===== src/rtl/core/cbfd_pkg.sv =====
// Shared constants, types and the prime table for the clause Bloom filter.
// No dependencies; imported by the hash lanes and the top level.
`timescale 1ns / 1ps

package cbfd_pkg;

  // Size of the bit store. It must be a power of two, so the modulo is a mask.
  localparam int FILTER_BITS = 16777216;
  localparam int LANES       = 4;
  localparam int LANE_W      = $clog2(LANES);
  localparam int IDX_W       = $clog2(FILTER_BITS);
  // The bit store is kept as rows of ROW_W bits.
  localparam int ROW_W       = 64;
  localparam int BIT_W       = $clog2(ROW_W);
  localparam int ROW_AW      = IDX_W - BIT_W;
  localparam int ROWS        = FILTER_BITS / ROW_W;

  typedef enum logic [2:0] {
    ST_IDLE,
    ST_CLEAR,
    ST_TEST,
    ST_TEST_END,
    ST_SET_RD,
    ST_SET_WR
  } state_t;

  typedef enum logic {
    OP_WORD  = 1'b0,
    OP_CLEAR = 1'b1
  } opcode_t;

  typedef struct packed {
    logic upd;  // fold the current literal into all lanes
    logic clr;  // clause finished, zero the accumulators
  } hash_ctl_t;

  function automatic logic [31:0] lane_prime(input logic [3:0] sel);
    logic [31:0] p;
    case (sel)
      4'd0:    p = 32'd2038072819;
      4'd1:    p = 32'd2038073287;
      4'd2:    p = 32'd2038073761;
      4'd3:    p = 32'd2038074317;
      4'd4:    p = 32'd2038072823;
      4'd5:    p = 32'd2038073321;
      4'd6:    p = 32'd2038073767;
      4'd7:    p = 32'd2038074319;
      4'd8:    p = 32'd2038072847;
      4'd9:    p = 32'd2038073341;
      4'd10:   p = 32'd2038073789;
      4'd11:   p = 32'd2038074329;
      4'd12:   p = 32'd2038074751;
      4'd13:   p = 32'd2038075231;
      4'd14:   p = 32'd2038075751;
      4'd15:   p = 32'd2038076267;
      default: p = 32'd2038072819;
    endcase
    return p;
  endfunction

endpackage


===== src/rtl/core/cbfd_hash.sv =====
// Four hash lanes: per-literal multiply by a selected prime and XOR accumulate.
// Depends on cbfd_pkg.
`timescale 1ns / 1ps

module cbfd_hash import cbfd_pkg::*; (
  input  logic              clk,
  input  logic              rst,
  input  hash_ctl_t         ctl,
  input  logic [31:0]       lit,
  input  logic [LANE_W-1:0] lane,
  output logic [IDX_W-1:0]  idx
);

  logic [31:0] acc  [LANES];
  logic [31:0] prod [LANES];

  // Low 32 bits of the product only.
  always_comb begin
    for (int w = 0; w < LANES; w++) begin
      prod[w] = lit * lane_prime(lit[3:0] ^ 4'(w + 1));
    end
  end

  always_ff @(posedge clk) begin
    for (int w = 0; w < LANES; w++) begin
      if (rst || ctl.clr) begin
        acc[w] <= '0;
      end else if (ctl.upd) begin
        acc[w] <= acc[w] ^ prod[w];
      end
    end
  end

  // FILTER_BITS is a power of two: the modulo keeps the low bits.
  assign idx = acc[lane][IDX_W-1:0];

endmodule

===== config.mk =====
export PLATFORM = sky130hd
export DESIGN_NAME = cbfd_hash
export DESIGN_NICKNAME = d
export VERILOG_FILES = /design/src/rtl/core/cbfd_pkg.sv /design/src/rtl/core/cbfd_hash.sv
export SDC_FILE = /design/constraint.sdc
export NUM_CORES = 2
export LEC_CHECK = 0
export BUFFER_PORTS_ARGS = -buffer_cell sky130_fd_sc_hd__buf_2
export CAP_MARGIN = 10
export CORE_MARGIN = 2
export CORE_UTILIZATION = 50
export CTS_CLUSTER_DIAMETER = 60
export DETAILED_ROUTE_END_ITERATION = 10
export PLACE_DENSITY = 0.66
export RECOVER_POWER = 25
export SYNTH_ARGS = -nofsm -noshare
export SYNTH_HDL_FRONTEND = slang
export SYNTH_SLANG_ARGS = --single-unit

===== constraint.sdc =====
create_clock -name clk -period 11.5 [get_ports clk]
set_input_delay 2.3 -clock clk [delete_from_list [all_inputs] [get_ports clk]]
set_output_delay 2.3 -clock clk [all_outputs]
set_load 0.01 [all_outputs]

==> metrics.txt <==
status complete, but fails checks; failing checks capacitance limit, slew limit; syn_area_per_cell 10.1 um2; most common cell in the netlist fa_1; vias post-DR 24200; Synth Flop Type edfxtp_1; CTS tree done; Total Neg Setup Slack 0 ns; Ys Warns 0; CTS H-tree depth 3; Post-Syn Instances roughly 3500; core box area around 70000 um2; Top reg by flops acc; Netlist cell types between 60 and 70; Setup crit start kind input pin; count of final hold-check violations 0; WL/cell ~22 um; number of flip-flops in the largest register between 90 and 100; CTS Sinks 96; vias in the first global route roughly 26000; root buf cell clkbuf_16; largest net degree at the start of global routing 60; Clk pin slew, worst setup/hold paths about 0.080 ns; sequential-to-total area share from yosys stat between 8 and 9%; slowest stage cell on the critical path a2111oi_0; Clk Latency, worst-skew pair just under 0.4 ns; nets@finish 4600; CTS buffer count 9; initial core utilization between 50% and 60%; Worst Path Arrival approximately 11 ns; Final setup viols 0; reg2reg start acc[2][23]; Total Routing Usage GR between 20 and 30%; Synth Net Count 4636; asr flop ratio synth 0%; share of the synthesized area in the top cell type between 40% and 50%; Post-route DRC 0; max-slew violations about 200; Min Clock Period, post-route 10.74 ns; skew final 0 ns; antenna viol nets, final 0; top area cells in the synthesized netlist fa_1, ha_1, edfxtp_1, and2_1, inv_1; number of enable flip-flop cells after synthesis 96; initial drt markers about 1500; CP Buf/Inv Count 4; Worst Tran Pin Value about 3.3 ns; Hold-fix buffers, CTS 0; layout cell share with drive strength beyond 1 under 10%; synth cell count leaders fa_1, inv_1, ha_1, and2_1, xnor2_1; filler cell count in the final layout 6309; headroom to the max-slew limit -123%; Max-cap violations 4; DP HPWL between 70000 and 80000 um; Crit path max-delay family adder cells; RSZ-0062 raised after global routing false; Via-to-Cell Ratio about 5.5; crit-path most repeated cell fa_1; postcts setup bufs 0; chip height 269 um; post-synthesis cell area between 30000 and 40000 um2; DR pass1 iterations 5; GR Overflow Total 0; Placer Congestion 0.906; Die Span X approximately 270 um; Largest regs acc x96; Post-CTS Resized 0; final WL roughly 96000 um; HP Start acc[0][0]; Crit Path Class in -> reg; first-pass GRT wire length about 150000 um; synth-to-layout area growth 4.81%; dominant cell type by area after synthesis fa_1; Critical Path RT 11.66 ns; Final Cycle Share around 93%; # port buffers 53; crit-path max FO 16; Worst path max stage delay a little under 0.7 ns; I/O pin cnt 62; DIE AREA 72400 um2; synthesized flop and latch total 96; FP Rows just under 100; CP Capture Type flip-flop; initial antenna violation count 6; class of the worst hold path reg -> reg; CP startpoint lit[1]; FMAX about 93 MHz; clk buf depth 2
==> cells by family after synthesis <==
kind of cell	count (synthesis)	synth area share, %
flops	96	8.21
simple gates	970	14.7
mux	47	2.28
compound gates	252	4.56
fa+ha+maj	1127	55.5
buf+inv	714	7.69
xor+xnor	265	7.08
==> cell type report <==
type	count	area [um2]	area share (%)
Multi-Input combinational cell	2661	29600	80.3
Sequential cell	96	2880	7.83
Inverter	545	2050	5.56
Tap cell	940	1180	3.19
Timing Repair Buffer	122	805	2.18
Clock buffer	9	225	0.612
Clock inverter	7	93.8	0.255
Antenna cell	4	10.0	0.0272
==> worst reg2reg max path: cells and delay by family (launching register included) <==
family,cells,cell delay (ns)
XOR/XNOR,7,1.73
flip-flops,1,0.54
AND/OR/NAND/NOR,1,0.05
==> cells in the final DEF (no fill, tap or decap), types with 26 or more instances in the layout <==
master and instances:
edfxtp_1 96, and3_1 32, nor2b_1 92, buf_2 50, inv_1 541, and2_1 380, buf_4 67, nor2_1 155
nand2_1 201, a21o_1 30, nand2b_1 41, xor2_1 39, fa_1 718, o21ai_0 41, mux4_2 26, xnor2_1 213
a21oi_1 79, ha_1 409
==> routing by layer <==
| metal | global-route usage (%) | wire (um) |
|---|---|---|
| met2 | 45.8 | 44800 |
| met1 | 38.0 | 40100 |
| met3 | 7.29 | 8810 |
| met4 | 6.40 | 2120 |
| met5 | 0 | 0 |
==> path summary, 6_finish.rpt <==
path	end	slack [ns]	cells past startpoint
worst min register to register	acc[0][0]	0.62	2
worst max register to register	acc[2][23]	8.88	8
worst min-delay path	acc[0][0]	0.62	2
worst max-delay path	acc[3][23]	0.76	25
==> per-stage QoR <==
step	hold slack [ns]	utilization (%)	setup WS, ns	cell area [um2]	instances
global route	0.651	52.7	0.548	36800	4380
detailed placement	0.601	52.3	0.461	36500	4363
global placement	0.595	52.3	0.508	36500	4363
floorplan	0.570	-	1.11	35100	3471
finish	0.623	52.8	0.762	36800	4384
CTS	0.622	52.7	0.848	36800	4379
Power is not shown: default switching activity piles up to over one toggle a cycle in this logic, so the estimate is an artifact.
